$ cat src/ppst_pkg.sv
// ----------------------------------------------------------------------------
// ppst_pkg
// shared constants and controller/datapath interface types
// ----------------------------------------------------------------------------
package ppst_pkg;

   localparam int VALUE_WIDTH = 32;
   localparam int SPAN_W      = 20;
   localparam int COUNT_W     = 32;
   localparam int FIELD_W     = 32;
   localparam int SUM_W       = ((VALUE_WIDTH > SPAN_W) ? VALUE_WIDTH : SPAN_W) + 1;
   localparam int DIV_W       = (VALUE_WIDTH + 1) / 2 + 2;
   localparam int SQ_W        = VALUE_WIDTH + 3;
   localparam int CNT_W       = $clog2(VALUE_WIDTH);

   localparam int REQ_DATA_W  = 32;
   localparam int RSP_FIELD_W = 2 + 2 * FIELD_W;
   localparam int RSP_DATA_W  = ((RSP_FIELD_W + 7) / 8) * 8;
   localparam int RSP_PAD_W   = RSP_DATA_W - RSP_FIELD_W;

   localparam int CSR_IDX_W   = 1;
   localparam int CSR_DATA_W  = 32;
   localparam logic [CSR_IDX_W-1:0] CSR_SPAN  = 1'd0;
   localparam logic [CSR_IDX_W-1:0] CSR_UPPER = 1'd1;

   localparam logic [SPAN_W-1:0] SPAN_RESET = SPAN_W'(2);
   localparam logic [DIV_W-1:0]  FIRST_DIV  = DIV_W'(3);
   localparam logic [SQ_W-1:0]   FIRST_SQ   = SQ_W'(9);

   typedef struct packed {
      logic load_cand;
      logic load_partner;
      logic init_trial;
      logic step_trial;
      logic div_start;
      logic set_cprime;
      logic set_pair;
      logic emit;
   } ppst_cmd_type;

   typedef struct packed {
      logic n_is_two;
      logic n_is_bad;
      logic sq_over;
      logic div_done;
      logic rem_zero;
      logic pair_ok;
      logic out_free;
   } ppst_status_type;

endpackage

$ cat src/ppst_rem_unit.sv
// ----------------------------------------------------------------------------
// ppst_rem_unit
// bit-serial restoring remainder, one dividend bit per cycle
// ----------------------------------------------------------------------------
module ppst_rem_unit (
   input  logic                           clock,
   input  logic                           reset,
   input  logic                           start,
   input  logic [ppst_pkg::VALUE_WIDTH-1:0] dividend,
   input  logic [ppst_pkg::DIV_W-1:0]     divisor,
   output logic                           done,
   output logic [ppst_pkg::DIV_W-1:0]     remainder
);
   import ppst_pkg::*;

   logic                   busy_ff;
   logic                   done_ff;
   logic [CNT_W-1:0]       cnt_ff;
   logic [VALUE_WIDTH-1:0] shift_ff;
   logic [DIV_W-1:0]       dvs_ff;
   logic [DIV_W-1:0]       rem_ff;
   logic [DIV_W-1:0]       rem_in;
   logic [DIV_W:0]         part;
   logic [DIV_W:0]         dvs_ext;

   assign part    = {rem_ff, shift_ff[VALUE_WIDTH-1]};
   assign dvs_ext = {1'b0, dvs_ff};

   // partial remainder stays below twice the divisor
   always_comb begin
      if (part >= dvs_ext) begin
         rem_in = DIV_W'(part - dvs_ext);
      end else begin
         rem_in = part[DIV_W-1:0];
      end
   end

   always_ff @(posedge clock) begin
      if (reset) begin
         busy_ff <= 1'b0;
         done_ff <= 1'b0;
         cnt_ff  <= '0;
      end else begin
         done_ff <= 1'b0;
         if (start) begin
            busy_ff <= 1'b1;
            cnt_ff  <= CNT_W'(VALUE_WIDTH - 1);
         end else if (busy_ff) begin
            if (cnt_ff == '0) begin
               busy_ff <= 1'b0;
               done_ff <= 1'b1;
            end else begin
               cnt_ff <= cnt_ff - CNT_W'(1);
            end
         end
      end
   end

   always_ff @(posedge clock) begin
      if (start) begin
         shift_ff <= dividend;
         dvs_ff   <= divisor;
         rem_ff   <= '0;
      end else if (busy_ff) begin
         shift_ff <= shift_ff << 1;
         rem_ff   <= rem_in;
      end
   end

   assign done      = done_ff;
   assign remainder = rem_ff;

endmodule

$ cat src/ppst_datapath.sv
// ----------------------------------------------------------------------------
// ppst_datapath
// config registers, trial divisor state, flags, pair count, output word
// ----------------------------------------------------------------------------
module ppst_datapath (
   input  logic                            clock,
   input  logic                            reset,
   input  ppst_pkg::ppst_cmd_type          cmd,
   output ppst_pkg::ppst_status_type       status,
   input  logic [ppst_pkg::REQ_DATA_W-1:0] req_tdata,
   output logic                            rsp_tvalid,
   input  logic                            rsp_tready,
   output logic [ppst_pkg::RSP_DATA_W-1:0] rsp_tdata,
   input  logic                            csr_we,
   input  logic [ppst_pkg::CSR_IDX_W-1:0]  csr_index,
   input  logic [ppst_pkg::CSR_DATA_W-1:0] csr_wdata
);
   import ppst_pkg::*;

   logic [SPAN_W-1:0]      span_ff;
   logic [VALUE_WIDTH-1:0] upper_ff;
   logic [VALUE_WIDTH-1:0] n_ff;
   logic [SUM_W-1:0]       sum_ff;
   logic [DIV_W-1:0]       d_ff;
   logic [SQ_W-1:0]        dsq_ff;
   logic                   cprime_ff;
   logic                   pair_ff;
   logic [COUNT_W-1:0]     total_ff;
   logic [COUNT_W-1:0]     total_in;
   logic                   out_valid_ff;
   logic                   out_cprime_ff;
   logic                   out_pair_ff;
   logic [FIELD_W-1:0]     out_partner_ff;
   logic [COUNT_W-1:0]     out_total_ff;
   logic [VALUE_WIDTH-1:0] cand_v;
   logic                   div_done;
   logic [DIV_W-1:0]       rem;

   assign cand_v = req_tdata[VALUE_WIDTH-1:0];

   always_ff @(posedge clock) begin
      if (reset) begin
         span_ff  <= SPAN_RESET;
         upper_ff <= '1;
      end else if (csr_we) begin
         unique case (csr_index)
            CSR_SPAN:  span_ff  <= csr_wdata[SPAN_W-1:0];
            CSR_UPPER: upper_ff <= csr_wdata[VALUE_WIDTH-1:0];
            default:   ;
         endcase
      end
   end

   always_ff @(posedge clock) begin
      if (cmd.load_cand) begin
         n_ff      <= cand_v;
         sum_ff    <= SUM_W'(cand_v) + SUM_W'(span_ff);
         cprime_ff <= 1'b0;
         pair_ff   <= 1'b0;
      end else begin
         if (cmd.load_partner) begin
            n_ff <= sum_ff[VALUE_WIDTH-1:0];
         end
         if (cmd.set_cprime) begin
            cprime_ff <= 1'b1;
         end
         if (cmd.set_pair) begin
            pair_ff <= 1'b1;
         end
      end
      if (cmd.init_trial) begin
         d_ff   <= FIRST_DIV;
         dsq_ff <= FIRST_SQ;
      end else if (cmd.step_trial) begin
         d_ff   <= d_ff + DIV_W'(2);
         dsq_ff <= dsq_ff + SQ_W'({d_ff, 2'b00}) + SQ_W'(4);
      end
   end

   ppst_rem_unit u_rem (
      .clock     (clock),
      .reset     (reset),
      .start     (cmd.div_start),
      .dividend  (n_ff),
      .divisor   (d_ff),
      .done      (div_done),
      .remainder (rem)
   );

   assign total_in = (pair_ff && (total_ff != '1)) ? total_ff + COUNT_W'(1) : total_ff;

   always_ff @(posedge clock) begin
      if (reset) begin
         total_ff     <= '0;
         out_valid_ff <= 1'b0;
      end else begin
         if (cmd.emit) begin
            total_ff     <= total_in;
            out_valid_ff <= 1'b1;
         end else if (rsp_tready) begin
            out_valid_ff <= 1'b0;
         end
      end
   end

   // a reported pair always has sum within the bound, so it fits the value width
   always_ff @(posedge clock) begin
      if (cmd.emit) begin
         out_cprime_ff  <= cprime_ff;
         out_pair_ff    <= pair_ff;
         out_partner_ff <= pair_ff ? FIELD_W'(sum_ff[VALUE_WIDTH-1:0]) : '0;
         out_total_ff   <= total_in;
      end
   end

   assign status.n_is_two = (n_ff == VALUE_WIDTH'(2));
   assign status.n_is_bad = (!n_ff[0] && (n_ff != VALUE_WIDTH'(2)))
                            || (n_ff == VALUE_WIDTH'(1));
   assign status.sq_over  = (dsq_ff > SQ_W'(n_ff));
   assign status.div_done = div_done;
   assign status.rem_zero = (rem == '0);
   assign status.pair_ok  = !span_ff[0] && (sum_ff <= SUM_W'(upper_ff));
   assign status.out_free = !out_valid_ff || rsp_tready;

   assign rsp_tvalid = out_valid_ff;
   assign rsp_tdata  = {{RSP_PAD_W{1'b0}}, out_total_ff, out_partner_ff,
                        out_pair_ff, out_cprime_ff};

endmodule

$ cat src/ppst_ctrl.sv
// ----------------------------------------------------------------------------
// ppst_ctrl
// sequencer for the candidate test, the partner test and result hand-off
// ----------------------------------------------------------------------------
module ppst_ctrl (
   input  logic                      clock,
   input  logic                      reset,
   input  logic                      req_tvalid,
   output logic                      req_tready,
   input  ppst_pkg::ppst_status_type status,
   output ppst_pkg::ppst_cmd_type    cmd
);
   import ppst_pkg::*;

   localparam logic [2:0] S_IDLE = 3'd0;
   localparam logic [2:0] S_TRIV = 3'd1;
   localparam logic [2:0] S_SQ   = 3'd2;
   localparam logic [2:0] S_DIV  = 3'd3;
   localparam logic [2:0] S_PASS = 3'd4;
   localparam logic [2:0] S_FAIL = 3'd5;
   localparam logic [2:0] S_DONE = 3'd6;

   logic [2:0] state_ff;
   logic [2:0] state_in;
   logic       phase_ff;
   logic       phase_in;

   always_comb begin
      state_in   = state_ff;
      phase_in   = phase_ff;
      cmd        = '0;
      req_tready = 1'b0;
      unique case (state_ff)
         S_IDLE: begin
            req_tready = 1'b1;
            if (req_tvalid) begin
               cmd.load_cand = 1'b1;
               phase_in      = 1'b0;
               state_in      = S_TRIV;
            end
         end
         S_TRIV: begin
            if (status.n_is_two) begin
               state_in = S_PASS;
            end else if (status.n_is_bad) begin
               state_in = S_FAIL;
            end else begin
               cmd.init_trial = 1'b1;
               state_in       = S_SQ;
            end
         end
         S_SQ: begin
            if (status.sq_over) begin
               state_in = S_PASS;
            end else begin
               cmd.div_start = 1'b1;
               state_in      = S_DIV;
            end
         end
         S_DIV: begin
            if (status.div_done) begin
               if (status.rem_zero) begin
                  state_in = S_FAIL;
               end else begin
                  cmd.step_trial = 1'b1;
                  state_in       = S_SQ;
               end
            end
         end
         S_PASS: begin
            if (!phase_ff) begin
               cmd.set_cprime = 1'b1;
               if (status.pair_ok) begin
                  cmd.load_partner = 1'b1;
                  phase_in         = 1'b1;
                  state_in         = S_TRIV;
               end else begin
                  state_in = S_DONE;
               end
            end else begin
               cmd.set_pair = 1'b1;
               state_in     = S_DONE;
            end
         end
         S_FAIL: begin
            state_in = S_DONE;
         end
         S_DONE: begin
            if (status.out_free) begin
               cmd.emit = 1'b1;
               state_in = S_IDLE;
            end
         end
         default: begin
            state_in = S_IDLE;
         end
      endcase
   end

   always_ff @(posedge clock) begin
      if (reset) begin
         state_ff <= S_IDLE;
         phase_ff <= 1'b0;
      end else begin
         state_ff <= state_in;
         phase_ff <= phase_in;
      end
   end

endmodule

$ cat src/prime_pair_span_test_unit.sv
// ----------------------------------------------------------------------------
// prime_pair_span_test_unit
// tests a candidate for primality and whether candidate + span is its pair
// ----------------------------------------------------------------------------
// One word in, one word out. Each candidate is tested by trial division with
// odd divisors from 3 while the divisor squared stays within the value; every
// division runs through a bit-serial remainder unit at one dividend bit per
// cycle. A candidate that is 0, 1 or even other than 2 is settled without any
// division; otherwise up to sqrt(n) / 2 divisors are tried. When the candidate
// is prime, the span is even and the partner lies within upper_bound, the
// partner is tested the same way. Only one word is in work at a time; a
// finished result sits in an output register so the next word is taken while
// it waits. The user must write span and upper_bound through the csr port only
// while the block is idle; the block itself does not enforce this.
// ----------------------------------------------------------------------------
module prime_pair_span_test_unit (
   input  logic                            clock,
   input  logic                            reset,
   // request: [31:0] candidate
   input  logic                            req_tvalid,
   output logic                            req_tready,
   input  logic [ppst_pkg::REQ_DATA_W-1:0] req_tdata,
   // response: [0] candidate_prime, [1] pair_found, [33:2] partner,
   // [65:34] pairs_so_far, [71:66] zero
   output logic                            rsp_tvalid,
   input  logic                            rsp_tready,
   output logic [ppst_pkg::RSP_DATA_W-1:0] rsp_tdata,
   // config: index 0 span, index 1 upper_bound
   input  logic                            csr_we,
   input  logic [ppst_pkg::CSR_IDX_W-1:0]  csr_index,
   input  logic [ppst_pkg::CSR_DATA_W-1:0] csr_wdata
);
   import ppst_pkg::*;

   // command and status between sequencer and datapath
   ppst_cmd_type    cmd;
   ppst_status_type status;

   // sequencer: trivial checks, divisor loop, partner pass, hand-off
   ppst_ctrl u_ctrl (
      .clock      (clock),
      .reset      (reset),
      .req_tvalid (req_tvalid),
      .req_tready (req_tready),
      .status     (status),
      .cmd        (cmd)
   );

   // datapath: config, divisor and square, remainder unit, count, output word
   ppst_datapath u_datapath (
      .clock      (clock),
      .reset      (reset),
      .cmd        (cmd),
      .status     (status),
      .req_tdata  (req_tdata),
      .rsp_tvalid (rsp_tvalid),
      .rsp_tready (rsp_tready),
      .rsp_tdata  (rsp_tdata),
      .csr_we     (csr_we),
      .csr_index  (csr_index),
      .csr_wdata  (csr_wdata)
   );

endmodule

$ cat config.mk
export PLATFORM = sky130hd
export DESIGN_NAME = prime_pair_span_test_unit
export DESIGN_NICKNAME = d
export VERILOG_FILES = /design/src/ppst_pkg.sv /design/src/ppst_rem_unit.sv /design/src/ppst_datapath.sv /design/src/ppst_ctrl.sv /design/src/prime_pair_span_test_unit.sv
export SDC_FILE = /design/constraint.sdc
export NUM_CORES = 1
export LEC_CHECK = 0
export BUFFER_PORTS_ARGS = -buffer_cell sky130_fd_sc_hd__buf_2
export CORE_MARGIN = 2
export CORE_UTILIZATION = 40
export DETAILED_ROUTE_END_ITERATION = 10
export SLEW_MARGIN = 10
export SYNTH_ARGS = -nofsm -noshare
export SYNTH_HDL_FRONTEND = slang
export SYNTH_SLANG_ARGS = --single-unit
$ cat constraint.sdc
create_clock -name clock -period 4.8 [get_ports clock]
set_input_delay 0.24 -clock clock [delete_from_list [all_inputs] [get_ports clock]]
set_output_delay 0.24 -clock clock [all_outputs]
set_load 0.01 [all_outputs]
==> summary.md <==
| Metric | Value |
|---|---|
| Clock tree sinks | `345` |
| Seq cells post-synth | `345` |
| Initial antenna violation count | `0` |
| Largest family of logic cells by synthesized area | `simple AND/OR/NAND/NOR gates` |
| Num CTS Buffers | `40` |
| Setup crit start kind | `flop` |
| GRT overflow | `0` |
| Drt first pass iters | `5` |
| Hold Crit Class | `in -> reg` |
| Fmax | `0.274 GHz` |
| Cell Area, Synth | `18300 um^2` |
| Initial drt markers | `874` |
| Nets@finish | `2277` |
| Worst setup startpoint | `u_datapath.sum_ff[26]$_DFFE_PP_` |
| CTS root buffer | `clkbuf_16` |
| DR WL/cell | `16.6 um` |
| Clock share of power | `0.330` |
| Clock Latency Late Sink | `580 ps` |
| Sw Ratio | `0.317` |
| Multiplexer area fraction after synthesis | `0.0247` |
| Die Y | `218 um` |
| GP Congestion | `0.870` |
| Routed WL | `44900 um` |
| Synth Area in Compound Gates | `0.111` |
| Arr. time, crit path | `3850 ps` |
| YS warnings | `0` |
| Post-synthesis xor/xnor area fraction | `0.0635` |
| Adder-Cell Fraction of Synth Area | `0.0967` |
| R2R depth | `10` |
| Post-layout util | `0.469` |
| Critical path type | `reg -> reg` |
| Vias per inst | `5.25` |
| Final worst-path cycle share | `0.759` |
| P_int | `6.03 mW` |
| CTS H-Tree Depth | `2` |
| Relative slew slack | `0.304` |
| # DRC | `0` |
| IO Count | `144` |
| Layout cells sized above 1 | `0.122` |
| Post-cts repair resize count | `0` |
| Flop pwr share | `0.438` |
| Final Hold Fails | `0` |
| Final Slew Violations | `0` |
| Setup TNS | `0 ps` |
| RSZ-0062 raised after global routing | `no` |
| Layout area overhead | `15.8%` |
| R2r startpoint | `u_datapath.sum_ff[26]$_DFFE_PP_` |
| Number of setup violations in the final report | `0` |
| Hold Path Depth | `3` |
| Final Instance Area | `21200 um^2` |
| CTS tree | `yes` |
| Vias after detailed routing | `14200` |
| Number of synthesized flops with an enable pin | `180` |
| Share of flip-flops with an asynchronous set or reset | `0` |
| Pleak | `9.12 nW` |
| I/O Buffers | `137` |
| Pwr dens | `416 nW/um^2` |
| Clock-pin slew on the worst setup and hold paths | `60 ps` |
| GR Util All Layers | `0.190` |
| Clk buf depth | `3` |
| Mapped Cells | `1905` |
| Main synth FF type | `edfxtp_1` |
| Number of max-cap violations | `0` |
| Logic gate share of total power | `0.232` |
| Row count | `78` |
| IR Drop Worst-Case VDD | `0.000258 V` |
| Syn_area_per_cell | `9.63 um^2` |
| Worst setup path end | `u_datapath.n_ff[9]$_DFFE_PP_` |
| CP Capture Type | `flop` |
| Net switching power | `2.80 mW` |
| R2R Path End | `u_datapath.n_ff[9]$_DFFE_PP_` |
| Crit path max fanout | `32` |
| DP Area | `19600 um^2` |
| ANT cells | `0` |
| Floorplan core area | `45300 um^2` |
| Crit path time final | `3650 ps` |
| Die Wd | `218 um` |
| Die Area | `47600 um^2` |
| Worst Path Required | `5000 ps` |
| Vias in the first global route | `13900` |
| Largest net degree at the start of global routing | `65` |
| Post-route ant nets | `0` |
| Post-Synth Simple-Gate Area | `0.186` |
| Initial Util | `0.405` |
| First-pass GRT wire length | `72600 um` |
| Status | `completed` |
| R2R Setup Slk | `1150 ps` |
| Distinct cells, synth | `73` |
| DP HPWL | `32000 um` |
| Fin Clk Skew | `28.1 ps` |
| Sequential-to-total area share from yosys stat | `0.475` |
| Worst-Margin Slew | `1040 ps` |
-- power groups by stage --
stage / Sequential (mW) / Clock [mW] / Combinational (mW)
2_1_floorplan: 3.81 / 0 / 1.56
3_3_place_gp: 3.92 / 0 / 1.97
3_5_place_dp: 3.93 / 0 / 2.02
4_1_cts: 3.87 / 2.98 / 2.05
5_1_grt: 3.92 / 3.11 / 2.31
6_report: 3.87 / 2.92 / 2.05
-- cell families (layout without fill, tap and decap cells) --
group | after synthesis | in the layout
and+or+nand+nor | 730 | 730
DFF | 345 | 345
AOI/OAI and AO/OA | 322 | 322
buffers and inverters | 193 | 381
adders and majority gates | 140 | 140
xor gates and xnor gates | 133 | 133
muxes | 41 | 41
other | 1 | 6
-- critical path, stage by stage, from the launching register on --
cell      delay, ps
edfxtp_1        430
ha_1            340
nand4_1         130
or4b_2          660
nor3_1          280
nand4_1         130
or2_2           280
o21ai_0         320
nand3_1         200
nand2_1         110
buf_4           390
-- metrics by stage --
step / instances / power, mW / setup slack (ps) / hold slack [ps]
floorplan: 1910 / 5.36 / 1420 / 376
CTS: 2698 / 8.91 / 1140 / 1.93
global placement: 2583 / 5.89 / 1210 / 448
detailed placement: 2583 / 5.94 / 1180 / 446
finish: 2698 / 8.83 / 1150 / 23.0
global route: 2698 / 9.34 / 971 / 10.4
-- how the worst min path moves through the flow --
stage,endpoint,start
after floorplan,u_datapath.span_ff[10]$_SDFFE_PP0P_,csr_wdata[10]
after global placement,u_datapath.span_ff[17]$_SDFFE_PP0P_,u_datapath.span_ff[17]$_SDFFE_PP0P_
after detailed placement,u_datapath.out_cprime_ff$_DFFE_PP_,u_datapath.cprime_ff$_SDFFE_PP0P_
after CTS,u_datapath.sum_ff[26]$_DFFE_PP_,req_tdata[26]
after global routing,u_datapath.sum_ff[31]$_DFFE_PP_,req_tdata[31]
final,u_datapath.n_ff[2]$_DFFE_PP_,req_tdata[2]
-- cell usage after synthesis, types with 10 or more instances --
| cell type | n | share of area |
|---|---|---|
| dfxtp_1 | 165 | 0.18 |
| a211oi_1 | 24 | 0.0098 |
| mux2_1 | 15 | 0.0092 |
| o21a_1 | 10 | 0.0041 |
| nand2b_1 | 17 | 0.0058 |
| inv_1 | 110 | 0.023 |
| edfxtp_1 | 180 | 0.29 |
| o21ai_0 | 61 | 0.017 |
| mux2_2 | 19 | 0.012 |
| a21o_1 | 32 | 0.013 |
| clkbuf_1 | 60 | 0.012 |
| or2_2 | 10 | 0.0034 |
| xnor2_1 | 70 | 0.033 |
| or3_1 | 13 | 0.0044 |
| nand3_1 | 98 | 0.027 |
| nor2_1 | 137 | 0.028 |
| and3_1 | 11 | 0.0038 |
| nor3_1 | 35 | 0.0095 |
| ha_1 | 137 | 0.093 |
| and2_1 | 40 | 0.014 |
| nand4_1 | 39 | 0.013 |
| a21oi_1 | 114 | 0.031 |
| xor2_1 | 63 | 0.030 |
| nand2_1 | 283 | 0.058 |
| nor4_1 | 15 | 0.0051 |
-- cell usage in the layout, fill, tap and decap left out, types with 5 or more instances in the layout --
master         count
nand2_1          282
edfxtp_1         180
dfxtp_1          165
nor2_1           137
ha_1             137
buf_2            137
a21oi_1          114
inv_1            109
nand3_1           98
xnor2_1           70
xor2_1            63
o21ai_0           61
dlygate4sd3_1     42
clkbuf_16         41
and2_1            40
nand4_1           39
nor3_1            34
a21o_1            32
a211oi_1          24
mux2_2            19
nand2b_1          17
buf_4             16
nor4_1            15
mux2_1            15
or3_1             13
and3_1            11
clkbuf_1          11
or2_2             10
o21a_1            10
clkinv_1          10
nor2b_1            9
a31oi_1            9
o211ai_1           7
o21bai_1           7
a311oi_1           7
mux2i_1            7
conb_1             6
and4_1             5
a211o_1            5
o22ai_1            5
-- layout make-up --
cell class	count	area (um^2)
clock buffer	54	1090
clock inverter	19	158
fill	4412	24000
inverter	113	424
multi-input combinational	1372	8890
sequential	345	8710
tap	600	751
timing repair buffer	195	1230
-- per-layer routing --
layer / vias up / part of all wire / GRT usage
met5: - / 0 / 0
met4: 0 / 0.023 / 0.0565
met3: 66 / 0.050 / 0.0376
met2: 305 / 0.47 / 0.322
met1: 6746 / 0.45 / 0.245
li1: 7042 / - / -
-- registers in the layout (all words and copies together) (netlist names), 20 cells and up --
name and count:
u_datapath.u_rem.shift_ff 32, u_datapath.sum_ff 33, u_datapath.upper_ff 32, u_datapath.out_total_ff 32, u_datapath.n_ff 32, u_datapath.total_ff 32
u_datapath.dsq_ff 32, u_datapath.out_partner_ff 32, u_datapath.span_ff 20
-- what timing repair did --
action                                 in CTS  in global routing
endpoints found under the hold margin      63                  0
setup buffers                               0                  0
hold buffers                               42                  0
(Power assumes the default switching activity.)
